==> config.mk <==
export PLATFORM = sky130hd
export DESIGN_NAME = srbo_ctrl
export DESIGN_NICKNAME = d
export VERILOG_FILES = /design/src/rtl/core/srbo_pkg.sv /design/src/rtl/core/srbo_ctrl.sv
export SDC_FILE = /design/constraint.sdc
export NUM_CORES = 1
export LEC_CHECK = 0
export BUFFER_PORTS_ARGS = -buffer_cell sky130_fd_sc_hd__buf_2
export CORE_MARGIN = 2
export CORE_UTILIZATION = 63
export CTS_BUF_LIST = sky130_fd_sc_hd__clkbuf_4 sky130_fd_sc_hd__clkbuf_8 sky130_fd_sc_hd__clkbuf_16
export CTS_CLUSTER_SIZE = 14
export DETAILED_ROUTE_END_ITERATION = 16
export PLACE_DENSITY = 0.9
export SLEW_MARGIN = 20
export SYNTH_ARGS = -nofsm -noshare
export SYNTH_HDL_FRONTEND = slang
export SYNTH_SLANG_ARGS = --single-unit
==> constraint.sdc <==
create_clock -name clock -period 12.01 [get_ports clock]
set_input_delay 0.6005 -clock clock [delete_from_list [all_inputs] [get_ports clock]]
set_output_delay 0.6005 -clock clock [all_outputs]
set_load 0.01 [all_outputs]
==> src/rtl/core/srbo_pkg.sv <==
// Package for the sample ring buffer: word types, command codes and sizes.
`timescale 1ns / 1ps

package srbo_pkg;

   // Storage geometry
   localparam int DEPTH       = 1024;
   localparam int ADDR_BITS   = 10;
   localparam int CNT_BITS    = 11;
   localparam int SAMPLE_BITS = 32;

   localparam logic [CNT_BITS-1:0] CAP_MAX   = CNT_BITS'(DEPTH);
   localparam logic [CNT_BITS-1:0] CAP_RESET = CNT_BITS'(1024);

   // Command codes
   localparam logic [2:0] CMD_WRITE   = 3'd0;
   localparam logic [2:0] CMD_ACQUIRE = 3'd1;
   localparam logic [2:0] CMD_READ    = 3'd2;
   localparam logic [2:0] CMD_CONSUME = 3'd3;
   localparam logic [2:0] CMD_DISCARD = 3'd4;

   // Status codes
   localparam logic STAT_OK     = 1'b0;
   localparam logic STAT_MISUSE = 1'b1;

   // Request word
   typedef struct packed {
      logic [2:0]             cmd;
      logic [SAMPLE_BITS-1:0] sample_in;
      logic [ADDR_BITS-1:0]   span_index;
      logic [CNT_BITS-1:0]    consume_count;
   } srbo_req_type;

   // Response word
   typedef struct packed {
      logic                   status;
      logic [SAMPLE_BITS-1:0] sample_out;
      logic [ADDR_BITS-1:0]   span_offset;
      logic [CNT_BITS-1:0]    span_length;
      logic [CNT_BITS-1:0]    queued_count;
      logic [31:0]            overrun_total;
   } srbo_rsp_type;

   // Memory access from control to sample store
   typedef struct packed {
      logic                   wr_en;
      logic [ADDR_BITS-1:0]   wr_addr;
      logic [SAMPLE_BITS-1:0] wr_data;
      logic                   rd_en;
      logic [ADDR_BITS-1:0]   rd_addr;
   } srbo_mem_type;

   // Per-command result fields, sample word excluded
   typedef struct packed {
      logic                   status;
      logic                   rd_ok;
      logic [ADDR_BITS-1:0]   span_offset;
      logic [CNT_BITS-1:0]    span_length;
      logic [CNT_BITS-1:0]    queued_count;
      logic [31:0]            overrun_total;
   } srbo_stat_type;

endpackage

==> src/rtl/core/srbo_ctrl.sv <==
// Ring buffer control: slot pointers, fill level, span lock and overrun count.
`timescale 1ns / 1ps

module srbo_ctrl (
   input  logic                                 clock,
   input  logic                                 reset,
   input  logic                                 accept,
   input  srbo_pkg::srbo_req_type               req,
   input  logic                                 csr_wr_en,
   input  logic [srbo_pkg::CNT_BITS-1:0]        csr_wr_data,
   output srbo_pkg::srbo_mem_type               mem_req,
   output srbo_pkg::srbo_stat_type              stat
);

   localparam int AB = srbo_pkg::ADDR_BITS;
   localparam int CB = srbo_pkg::CNT_BITS;

   logic [AB-1:0] read_slot_ff,  read_slot_in;
   logic [AB-1:0] write_slot_ff, write_slot_in;
   logic [CB-1:0] fill_ff,       fill_in;
   logic [CB-1:0] lock_len_ff,   lock_len_in;
   logic [AB-1:0] lock_off_ff,   lock_off_in;
   logic [31:0]   dropped_ff,    dropped_in;
   logic [CB-1:0] cap_ff,        cap_in;

   logic [CB-1:0] ws_inc, rs_inc, room, span_len, take, rs_adv;
   logic          err, rd_ok, wr_en;

   // Capacity clamp for register writes
   always_comb begin
      if (csr_wr_data == '0) begin
         cap_in = CB'(1);
      end else if (csr_wr_data > srbo_pkg::CAP_MAX) begin
         cap_in = srbo_pkg::CAP_MAX;
      end else begin
         cap_in = csr_wr_data;
      end
   end

   // Next state per command
   always_comb begin
      read_slot_in  = read_slot_ff;
      write_slot_in = write_slot_ff;
      fill_in       = fill_ff;
      lock_len_in   = lock_len_ff;
      lock_off_in   = lock_off_ff;
      dropped_in    = dropped_ff;
      err           = srbo_pkg::STAT_OK;
      rd_ok         = 1'b0;
      wr_en         = 1'b0;
      span_len      = '0;

      ws_inc = {1'b0, write_slot_ff} + CB'(1);
      rs_inc = {1'b0, read_slot_ff} + CB'(1);
      room   = ({1'b0, read_slot_ff} < cap_ff) ? cap_ff - {1'b0, read_slot_ff} : '0;
      take   = (req.consume_count < fill_ff) ? req.consume_count : fill_ff;
      rs_adv = {1'b0, read_slot_ff} + take;
      if (rs_adv >= cap_ff) begin
         rs_adv = rs_adv - cap_ff;
      end
      if (rs_adv >= cap_ff) begin
         rs_adv = '0;
      end

      case (req.cmd)
         srbo_pkg::CMD_WRITE: begin
            wr_en         = 1'b1;
            write_slot_in = (ws_inc >= cap_ff) ? '0 : ws_inc[AB-1:0];
            if (fill_ff >= cap_ff) begin
               // full: drop the oldest sample
               read_slot_in = (rs_inc >= cap_ff) ? '0 : rs_inc[AB-1:0];
               fill_in      = cap_ff;
               if (dropped_ff != '1) begin
                  dropped_in = dropped_ff + 32'd1;
               end
            end else begin
               fill_in = fill_ff + CB'(1);
            end
         end
         srbo_pkg::CMD_ACQUIRE: begin
            if (lock_len_ff != '0) begin
               err = srbo_pkg::STAT_MISUSE;
            end else begin
               span_len    = (fill_ff < room) ? fill_ff : room;
               lock_off_in = read_slot_ff;
               lock_len_in = span_len;
            end
         end
         srbo_pkg::CMD_READ: begin
            if ({1'b0, req.span_index} >= lock_len_ff) begin
               err = srbo_pkg::STAT_MISUSE;
            end else begin
               rd_ok = 1'b1;
            end
         end
         srbo_pkg::CMD_CONSUME: begin
            if (req.consume_count > lock_len_ff) begin
               err = srbo_pkg::STAT_MISUSE;
            end else begin
               read_slot_in = rs_adv[AB-1:0];
               fill_in      = fill_ff - take;
               lock_len_in  = '0;
            end
         end
         srbo_pkg::CMD_DISCARD: begin
            if (lock_len_ff != '0) begin
               err = srbo_pkg::STAT_MISUSE;
            end else begin
               read_slot_in  = '0;
               write_slot_in = '0;
               fill_in       = '0;
            end
         end
         default: begin
            err = srbo_pkg::STAT_MISUSE;
         end
      endcase
   end

   // State registers
   always_ff @(posedge clock) begin
      if (reset) begin
         read_slot_ff  <= '0;
         write_slot_ff <= '0;
         fill_ff       <= '0;
         lock_len_ff   <= '0;
         lock_off_ff   <= '0;
         dropped_ff    <= '0;
         cap_ff        <= (srbo_pkg::CAP_RESET > srbo_pkg::CAP_MAX) ?
                          srbo_pkg::CAP_MAX : srbo_pkg::CAP_RESET;
      end else if (csr_wr_en) begin
         // capacity change empties the buffer and drops the lock
         cap_ff        <= cap_in;
         read_slot_ff  <= '0;
         write_slot_ff <= '0;
         fill_ff       <= '0;
         lock_len_ff   <= '0;
         lock_off_ff   <= '0;
      end else if (accept) begin
         read_slot_ff  <= read_slot_in;
         write_slot_ff <= write_slot_in;
         fill_ff       <= fill_in;
         lock_len_ff   <= lock_len_in;
         lock_off_ff   <= lock_off_in;
         dropped_ff    <= dropped_in;
      end
   end

   // Memory access
   assign mem_req.wr_en   = accept & wr_en;
   assign mem_req.wr_addr = write_slot_ff;
   assign mem_req.wr_data = req.sample_in;
   assign mem_req.rd_en   = accept & rd_ok;
   assign mem_req.rd_addr = lock_off_ff + req.span_index;

   // Result fields
   assign stat.status        = err;
   assign stat.rd_ok         = rd_ok;
   assign stat.span_offset   = (req.cmd == srbo_pkg::CMD_ACQUIRE && !err) ? read_slot_ff : '0;
   assign stat.span_length   = span_len;
   assign stat.queued_count  = fill_in;
   assign stat.overrun_total = dropped_in;

endmodule

==> impl_metrics.tcl, run 1 <==
set metrics [dict create \
    die_width_um 132.9 \
    synth_nets 1584 \
    setup_tns_ps 0 \
    overflow 0 \
    p_leak_nw 4.961 \
    comb_power_share_pct 35.4 \
    cp.arrival_ps 8430 \
    seq_power_share_pct 34.4 \
    multi_input_area_um2 7727 \
    path_buf_inv 3 \
    power.switching_uw 345.6 \
    via_per_inst 6.509 \
    synth_area_per_cell_um2 7.646 \
    finalHoldViolations 0 \
    firstDrtPassIters 7 \
    hold_ws_ps 469.6 \
    portBuffers 126 \
    clockBufferDepth 2 \
    async_flop_share_pct 0 \
    synth-seq-area-share_pct 18.17 \
    clkSinkCount 95 \
    grt_util_all_layers_pct 34.71 \
    crit_path_end_kind "flop" \
    fmax_mhz 122.8 \
    die_h_um 132.9 \
    cts_buffers 9 \
    crit_cells 31 \
    status "finished, final reports clean" \
    root_buffer "clkbuf_16" \
    vias 10690 \
    internal-power_uw 610.0 \
    drc 0 \
    startpoint_type "flop" \
    placed_area_um2 10880 \
    wire_per_inst_um 19.09 \
    synthFlopType "dfxtp_1" \
    cp_top_family "compound AO/OA/AOI/OAI gates" \
    clk_pin_slew_worst_paths_ps 70 \
    hpwlAfterDp_mm 23.97 \
    seq_area_um2 1902 \
    p_per_area_nw_per_um2 85.42 \
    p_clk_share_pct 30.1 \
    cts_max_level 3 \
    hp-class "flop to flop" \
    rsz0062_at_grt "no" \
    yosysUniqueCellTypes 84 \
    path_max_fanout 12 \
    synthesis.area_um2 10470 \
    area_delta_synth_final_pct 6.861 \
    worst_pin_slew_ps 964.9 \
    core_um2 16410 \
    gp_congestion 0.9939 \
    swShare_pct 36.16 \
    maxSlewHeadroom_pct 35.56 \
    clock_latency_ps 360 \
    io_pins 191 \
    worstSetupPathType "flop to flop" \
    ir_drop_uv 63.10 \
    postCtsSetupBuffers 0 \
    dieArea_um2 17660 \
    min_period_ps 8145 \
    synthCells 1369 \
    yosys_warnings 0 \
    ant_nets 0 \
    fin_skew_ps 9.352 \
    num_antenna_cells 0 \
    fin_area_um2 11190 \
    worstHoldPathCells 2 \
    ys_ff_latch 95 \
    cpPeakStageDelay_ps 820 \
    rows 47 \
    cts_tree "yes" \
    fin_crit_sh_pct 67.82 \
    r2r_cells 31 \
    postCtsHoldBufs 0 \
    maxCapViolCount 0 \
    drt_iter0_drc 1117 \
    crit_slowest_cell "a211oi_2" \
    antenna_found_initial 0 \
    layout-drive-gt1-share_pct 13.77 \
    nNetsFinal 1633 \
    routed_wl_mm 31.36 \
    final-setup-viol-count 0 \
    fillers 1315 \
    grt_pass1_vias 9939 \
    grt_max_degree 40 \
    slew_viol_final 0 \
    required_ps 12290 \
    cts_resized 0 \
    synth-edff-count 0 \
    start_util_pct 63.80 \
    grt_pass1_wl_mm 49.44 \
]
state kept, by name (all words and copies together) (netlist names):
name           cells
cap_ff            11
fill_ff           11
read_slot_ff      10
lock_len_ff       11
write_slot_ff     10
dropped_ff        32
lock_off_ff       10
placed cells by master (no fill, tap or decap), types with 19 or more instances in the layout:
master / synthesis / final
a21o_1: 27 / 27
a21oi_1: 85 / 85
and3_1: 19 / 19
buf_2: 15 / 126
dfxtp_1: 95 / 95
ha_1: 139 / 139
inv_1: 87 / 87
nand2_1: 133 / 133
nand3_1: 49 / 49
nand4_1: 23 / 23
nor2_1: 116 / 116
nor3_1: 29 / 29
o21a_1: 22 / 22
o21ai_0: 61 / 61
xnor2_1: 71 / 71
xor2_1: 44 / 44
area by class of cell:
class / count / area share [%]
Clock buffer: 11 / 2.260
Timing Repair Buffer: 130 / 5.906
Tap cell: 220 / 2.461
Clock inverter: 5 / 0.3691
Sequential cell: 95 / 17.00
Inverter: 87 / 2.919
Multi-Input combinational cell: 1095 / 69.08
logic make-up after synthesis:
logic type               share of synthesized area, %
multiplexers                                    2.785
AND/OR/NAND/NOR                                 23.17
AO/OA/AOI/OAI                                   20.45
buffers and inverters                           8.140
adder cells (fa/ha/maj)                         17.67
flip-flops                                      18.17
XOR/XNOR                                        9.622
power groups by stage:
stage                     Combinational (mW)  Clock (mW)  Sequential, mW
after floorplan                        0.259           0           0.330
after global placement                 0.319           0           0.335
after detailed placement               0.325           0           0.335
after CTS                              0.328       0.290           0.328
after global routing                   0.369       0.304           0.329
final                                  0.339       0.288           0.329
metrics by stage:
step | total power, mW | instances | setup slack [ps] | util [%]
final | 0.9555 | 1643 | 3865 | 68.18
after global routing | 1.003 | 1643 | 3338 | 68.18
after floorplan | 0.5888 | 1369 | 5079 | -
after CTS | 0.9464 | 1643 | 4002 | 68.13
after detailed placement | 0.6607 | 1627 | 4007 | 66.34
after global placement | 0.6537 | 1627 | 4281 | 66.34
cell usage after synthesis, types with 6 or more instances:
master / number / area [µm²]
a211oi_1: 7 / 52.55
a21o_1: 27 / 202.7
a21oi_1: 85 / 425.4
a221o_1: 6 / 60.06
a22oi_1: 6 / 45.04
a31oi_1: 17 / 106.4
a32oi_1: 10 / 87.58
and2_1: 10 / 62.56
and3_1: 19 / 118.9
buf_2: 15 / 75.07
buf_4: 35 / 262.8
clkbuf_1: 37 / 138.9
dfxtp_1: 95 / 1902
ha_1: 139 / 1739
inv_1: 87 / 326.6
mux2i_1: 13 / 130.1
nand2_1: 133 / 499.2
nand2b_1: 17 / 106.4
nand3_1: 49 / 245.2
nand4_1: 23 / 143.9
nor2_1: 116 / 435.4
nor2b_1: 14 / 87.58
nor3_1: 29 / 145.1
nor3b_1: 6 / 45.04
nor4_1: 17 / 106.4
o211ai_1: 11 / 82.58
o21a_1: 22 / 165.2
o21ai_0: 61 / 305.3
o21ai_1: 11 / 55.05
or2_1: 7 / 43.79
or2_2: 7 / 43.79
or3_1: 15 / 93.84
xnor2_1: 71 / 621.9
xor2_1: 44 / 385.4
per-layer routing:
| layer | vias up | track usage [%] | wire, µm |
|---|---|---|---|
| li1 | 4959 | - | - |
| met5 | - | 0 | 0 |
| met3 | 130 | 6.475 | 3462 |
| met2 | 681 | 55.09 | 14000 |
| met4 | 0 | 17.44 | 1394 |
| met1 | 4924 | 45.18 | 12500 |
worst min-delay path, cell delays in order (launching register included):
cell,delay [ps]
dfxtp_1,320
nand2_1,50
a21oi_1,50
worst paths after layout:
kind,from,to,slack [ps]
worst min register to register,lock_off_ff[6]$_SDFFE_PP0P_,lock_off_ff[6]$_SDFFE_PP0P_,470
worst min-delay path,lock_off_ff[6]$_SDFFE_PP0P_,lock_off_ff[6]$_SDFFE_PP0P_,470
worst max-delay path,fill_ff[2]$_SDFFE_PP0P_,read_slot_ff[6]$_SDFFE_PP0P_,3870
worst max register to register,fill_ff[2]$_SDFFE_PP0P_,read_slot_ff[6]$_SDFFE_PP0P_,3870
No activity file was read; power rests on OpenSTA's default activity.
==> inputs of run 2 (changes only) <==
- ABC_AREA: not set -> 1
- CORE_UTILIZATION: 63 -> 53
- PLACE_DENSITY: 0.9 -> 0.8
- clock period: 12.01 -> 6.65 ns (I/O delays scaled with it)
==> run 2 against run 1 <==
Effect of this change: sequential share of layout area is 1.8 points lower; combinational power grew to 2.7 times the previous value; synthesized area up 11%; sequential power rose by 89%; synthesized cell count is 40% higher; hold slack lost 220 ps; non-clock buffer count grew 11; final area is 12% higher; core utilization decreased by 10 points; clock skew rose by 4.8 ps.
==> impl_metrics.tcl, run 2 <==
set metrics [dict create \
    synth_xor_area_share_pct 5.218 \
    ys_ff_latch 95 \
    fmax_mhz 166.0 \
    start_util_pct 53.57 \
    drc 0 \
    startpoint_type "flop" \
    required_ps 6940 \
    via_per_inst 5.642 \
    largest_register_ffs 32 \
    min_period_ps 6026 \
    synth_nets 2135 \
    worst_pin_slew_ps 1102 \
    path_max_fanout 19 \
    cts_buffers 9 \
    grt_pass1_wl_mm 59.96 \
    async_flop_share_pct 0 \
    grt_pass1_vias 11660 \
    die_width_um 151.8 \
    num_antenna_cells 0 \
    maxSlewHeadroom_pct 26.49 \
    layout-drive-gt1-share_pct 10.33 \
    muxShareOfSynthArea_pct 0 \
    io_pins 191 \
    cpPeakStageDelay_ps 490 \
    worstSetupPathType "flop to flop" \
    yosysUniqueCellTypes 47 \
    cts_max_level 3 \
    overflow 0 \
    synth-seq-area-share_pct 16.42 \
    synthCells 1920 \
    top_register "dropped_ff" \
    cts_tree "yes" \
    cp.arrival_ps 6320 \
    core_um2 21620 \
    reg2reg_from "fill_ff[9]$_SDFFE_PP0P_" \
    synth.area.top_cells "dfxtp_1 (16%), nand2_1 (15%), ha_1 (15%), inv_1 (7.6%), a21oi_1 (6.7%)" \
    synth_area_leader_cell "dfxtp_1" \
    whs_endpoint "cap_ff[8]$_SDFFE_PP0P_" \
    crit_path_end_kind "flop" \
    postCtsSetupBuffers 0 \
    fin_skew_ps 14.12 \
    wire_per_inst_um 16.80 \
    rsz0062_at_grt "no" \
    hpwlAfterDp_mm 30.23 \
    grt_util_all_layers_pct 31.78 \
    final_util_pct 57.81 \
    yosys_warnings 0 \
    maxCapViolCount 0 \
    synthAdderAreaFrac_pct 15.88 \
    status "finished, final reports clean" \
    hp-class "input pin to flop" \
    rows 54 \
    clk_pin_slew_worst_paths_ps 80 \
    setup_tns_ps 0 \
    routed_wl_mm 38.05 \
    p_per_area_nw_per_um2 170.4 \
    synthesis.area_um2 11580 \
    postCtsHoldBufs 0 \
    drt_iter0_drc 991 \
    slew_viol_final 0 \
    firstDrtPassIters 8 \
    clock_latency_ps 360 \
    synth_most_common_cell "nand2_1" \
    synth_area_per_cell_um2 6.032 \
    synthFlopType "dfxtp_1" \
    path_common_cell "nand2_1" \
    grt_max_degree 60 \
    hold_ws_ps 245.6 \
    antenna_found_initial 0 \
    p_leak_nw 6.427 \
    nNetsFinal 2194 \
    die_h_um 151.8 \
    synth-edff-count 0 \
    clkSinkCount 95 \
    root_buffer "clkbuf_16" \
    r2r-end "read_slot_ff[3]$_SDFFE_PP0P_" \
    clockBufferDepth 2 \
    yosys.area_share.simple_pct 33.35 \
    gp_congestion 1.008 \
    min_from "csr_wr_data[8]" \
    portBuffers 126 \
    synth_compound_area_share_pct 16.42 \
    vias 12770 \
    fin_crit_sh_pct 90.61 \
    worstHoldPathCells 3 \
    area_delta_synth_final_pct 7.907 \
    dieArea_um2 23050 \
    fillers 2204 \
    ant_nets 0 \
    critPathLaunch "fill_ff[9]$_SDFFE_PP0P_" \
    final_common_cell "nand2_1" \
    r2r_slack_ps 620 \
    synth_top_area_share_pct 16.42 \
    ir_drop_uv 108.2 \
    finalHoldViolations 0 \
    yosys-top-cells-count "nand2_1 (469), inv_1 (236), nor2_1 (188), a21oi_1 (156), nand3_1 (145)" \
    final-setup-viol-count 0 \
    r2r_cells 38 \
    synth_top_family_by_area "simple AND/OR/NAND/NOR gates" \
    cts_resized 0 \
    crit_slowest_cell "dfxtp_1" \
    final_cell_mix "nand2_1 (469), inv_1 (236), nor2_1 (187)" \
]
-- run 2: cell families after synthesis --
| logic type | after synthesis |
|---|---|
| flip-flops | 95 |
| AND/OR/NAND/NOR | 905 |
| XOR/XNOR | 69 |
| buffers and inverters | 348 |
| AO/OA/AOI/OAI | 359 |
| adder cells (fa/ha/maj) | 144 |
-- run 2: worst max-delay path by stage --
stage                                               to  depth (start not counted)
after floorplan           read_slot_ff[0]$_SDFFE_PP0P_                         40
after global placement    read_slot_ff[8]$_SDFFE_PP0P_                         39
after detailed placement  read_slot_ff[0]$_SDFFE_PP0P_                         37
after CTS                 read_slot_ff[0]$_SDFFE_PP0P_                         37
after global routing      read_slot_ff[8]$_SDFFE_PP0P_                         38
final                     read_slot_ff[3]$_SDFFE_PP0P_                         38
-- run 2: through the flow --
| step | power, mW | cells | instance area [µm²] | worst slack, ps |
|---|---|---|---|---|
| global route | 2.271 | 2264 | 12500 | 29.86 |
| detailed placement | 1.529 | 2248 | 12160 | 424.5 |
| floorplan | 1.307 | 1920 | 11580 | 761.4 |
| CTS | 2.113 | 2264 | 12480 | 385.3 |
| global placement | 1.516 | 2248 | 12160 | 675.6 |
| finish | 2.130 | 2264 | 12500 | 624.2 |
-- run 2: critical path, delay by kind of cell, from the launching register on --
kind	cells	cell delay, ps
and+or+nand+nor	17	1710
adders and majority gates	5	1550
AOI/OAI and AO/OA	10	1340
buffers and inverters	5	710
DFF	1	490
xor gates and xnor gates	1	160
-- run 2: final cells by class --
class	instances	area, µm²	area share [%]
Multi-Input combinational cell	1477	8223	65.79
Sequential cell	95	1903	15.23
Inverter	255	958.4	7.668
Timing Repair Buffer	141	743.2	5.947
Tap cell	280	350.3	2.803
Clock buffer	10	239.0	1.912
Clock inverter	6	81.33	0.6507
-- run 2: power by group --
group	total (mW)	internal (mW)	switching [mW]
clock network	0.589	0.313	0.276
logic	0.919	0.316	0.603
registers	0.621	0.590	0.0318
-- run 2: metal layers --
layer | track usage, % | up-vias | part of all wire, %
li1 | - | 6399 | -
met2 | 54.91 | 546 | 47
met1 | 38.99 | 5722 | 40
met5 | 0 | - | 0
met4 | 14.20 | 0 | 4.3
met3 | 5.020 | 106 | 8.3
==> inputs of run 3 (changes only) <==
- RECOVER_POWER: not set -> 25
==> run 3 against run 2 <==
Effect of this change: the flow now finishes with violations (max-capacitance violations, max-slew violations); cell count is the same; count of clock-buffer cells in the layout is the same; non-clock buffer count is the same; sequential power is essentially flat; flip-flop and latch count is the same; largest cell class unchanged; highest routed layer unchanged.
==> impl_metrics.tcl, run 3 (same netlist as run 2, synthesis figures left out) <==
set metrics [dict create \
    status "finished, violations left" \
    violations "max-capacitance violations, max-slew violations" \
    ant_nets 0 \
    area_delta_synth_final_pct 7.713 \
    largest_register_ffs 32 \
    final_cells 2264 \
    start_util_pct 53.57 \
    num_antenna_cells 0 \
    gp_congestion 1.008 \
    worstSetupPathType "flop to flop" \
    final_util_pct 57.70 \
    postCtsHoldBufs 0 \
    clkSinkCount 95 \
    vias 12830 \
    via_per_inst 5.665 \
    p_leak_nw 6.365 \
    layout_setup_ws_ps 617.7 \
    grt_util_all_layers_pct 31.78 \
    firstDrtPassIters 8 \
    setup_tns_ps 0 \
    min_period_ps 6032 \
    hpwlAfterDp_mm 30.23 \
    core_um2 21620 \
    post-place-ws_ps 424.5 \
    slew_viol_final 64 \
    overflow 0 \
    antenna_found_initial 0 \
    path_common_cell "nand2_1" \
    top_register "dropped_ff" \
    cp_top_family "simple AND/OR/NAND/NOR gates" \
    fin_area_um2 12480 \
    hold_ws_ps 245.0 \
    final_cell_mix "nand2_1 (469), inv_1 (236), nor2_1 (187)" \
    root_buffer "clkbuf_16" \
    rows 54 \
    cpPeakStageDelay_ps 480 \
    power_mw 2.129 \
    wire_per_inst_um 16.82 \
    path_buf_inv 5 \
    final-setup-viol-count 0 \
    drc 0 \
    hp-class "input pin to flop" \
    required_ps 6940 \
    fin_crit_sh_pct 90.71 \
    crit_slowest_cell "dfxtp_1" \
    portBuffers 126 \
    io_pins 191 \
    dieArea_um2 23050 \
    fillers 2211 \
    clock_latency_ps 370 \
    clk_pin_slew_worst_paths_ps 80 \
    die_h_um 151.8 \
    rsz0062_at_grt "no" \
    grt_max_degree 60 \
    startpoint_type "flop" \
    cts_tree "yes" \
    routed_wl_mm 38.08 \
    layout-drive-gt1-share_pct 9.526 \
    dp_cells 2248 \
    worst_pin_slew_ps 1593 \
    final_common_cell "nand2_1" \
    ir_drop_uv 108.8 \
    path_max_fanout 19 \
    grt_pass1_wl_mm 59.96 \
    grt_pass1_vias 11660 \
    crit_path_end_kind "flop" \
    die_width_um 151.8 \
    p_per_area_nw_per_um2 170.7 \
    maxCapViolCount 2 \
    fmax_mhz 165.8 \
    placed_area_um2 12160 \
    nNetsFinal 2194 \
    fin_skew_ps 16.12 \
    finalHoldViolations 0 \
    drt_iter0_drc 915 \
    cp.arrival_ps 6320 \
    cts_max_level 3 \
    maxSlewHeadroom_pct -6.212 \
    clockBufferDepth 2 \
    cts_buffers 9 \
]
-- run 3: cell count changes in the layout (fill, tap and decap cells not counted), sizes merged --
cell	delta
clkbuf	+16
buf	-16
-- run 3: path summary, 6_finish.rpt --
| check | cells after the start | from | end | slack [ps] |
|---|---|---|---|---|
| worst min-delay path | 3 | csr_wr_data[8] | cap_ff[8]$_SDFFE_PP0P_ | 240 |
| worst min register to register | 2 | lock_len_ff[6]$_SDFFE_PP0P_ | lock_len_ff[6]$_SDFFE_PP0P_ | 470 |
| worst max-delay path | 38 | fill_ff[9]$_SDFFE_PP0P_ | read_slot_ff[0]$_SDFFE_PP0P_ | 620 |
| worst max register to register | 38 | fill_ff[9]$_SDFFE_PP0P_ | read_slot_ff[0]$_SDFFE_PP0P_ | 620 |
-- run 3: where the power goes --
group / internal, mW / switching (mW) / total, mW
Sequential: 0.590 / 0.0317 / 0.621
Clock: 0.313 / 0.277 / 0.590
Combinational: 0.315 / 0.603 / 0.918
-- run 3: layout make-up --
class                   count  area [µm²]  share of cell area (%)
inverters                 255       958.4                   7.682
multi-input cells        1477        8223                   65.91
flip-flops and latches     95        1903                   15.25
clock buffers              10       239.0                   1.916
well taps                 280       350.3                   2.808
repair buffers            141       720.7                   5.777
clock inverters             6       81.33                  0.6519
-- run 3: per-layer routing --
metal / part of all wire, % / wire (µm) / GRT usage, % / vias to the layer above
li1: - / - / - / 6398
met1: 40 / 15320 / 38.99 / 5734
met2: 47 / 18000 / 54.91 / 581
met3: 8.3 / 3165 / 5.020 / 113
met4: 4.2 / 1589 / 14.20 / 0
met5: 0 / 0 / 0 / -
-- run 3: worst min-delay path: stages --
cell and delay (ps):
buf_2 110, inv_1 50, o22ai_1 60
-- run 3: what timing repair did --
item | in CTS | in global routing
gates resized for setup | 0 | 5
setup endpoints to repair | 0 | 10
setup buffers | 0 | 0
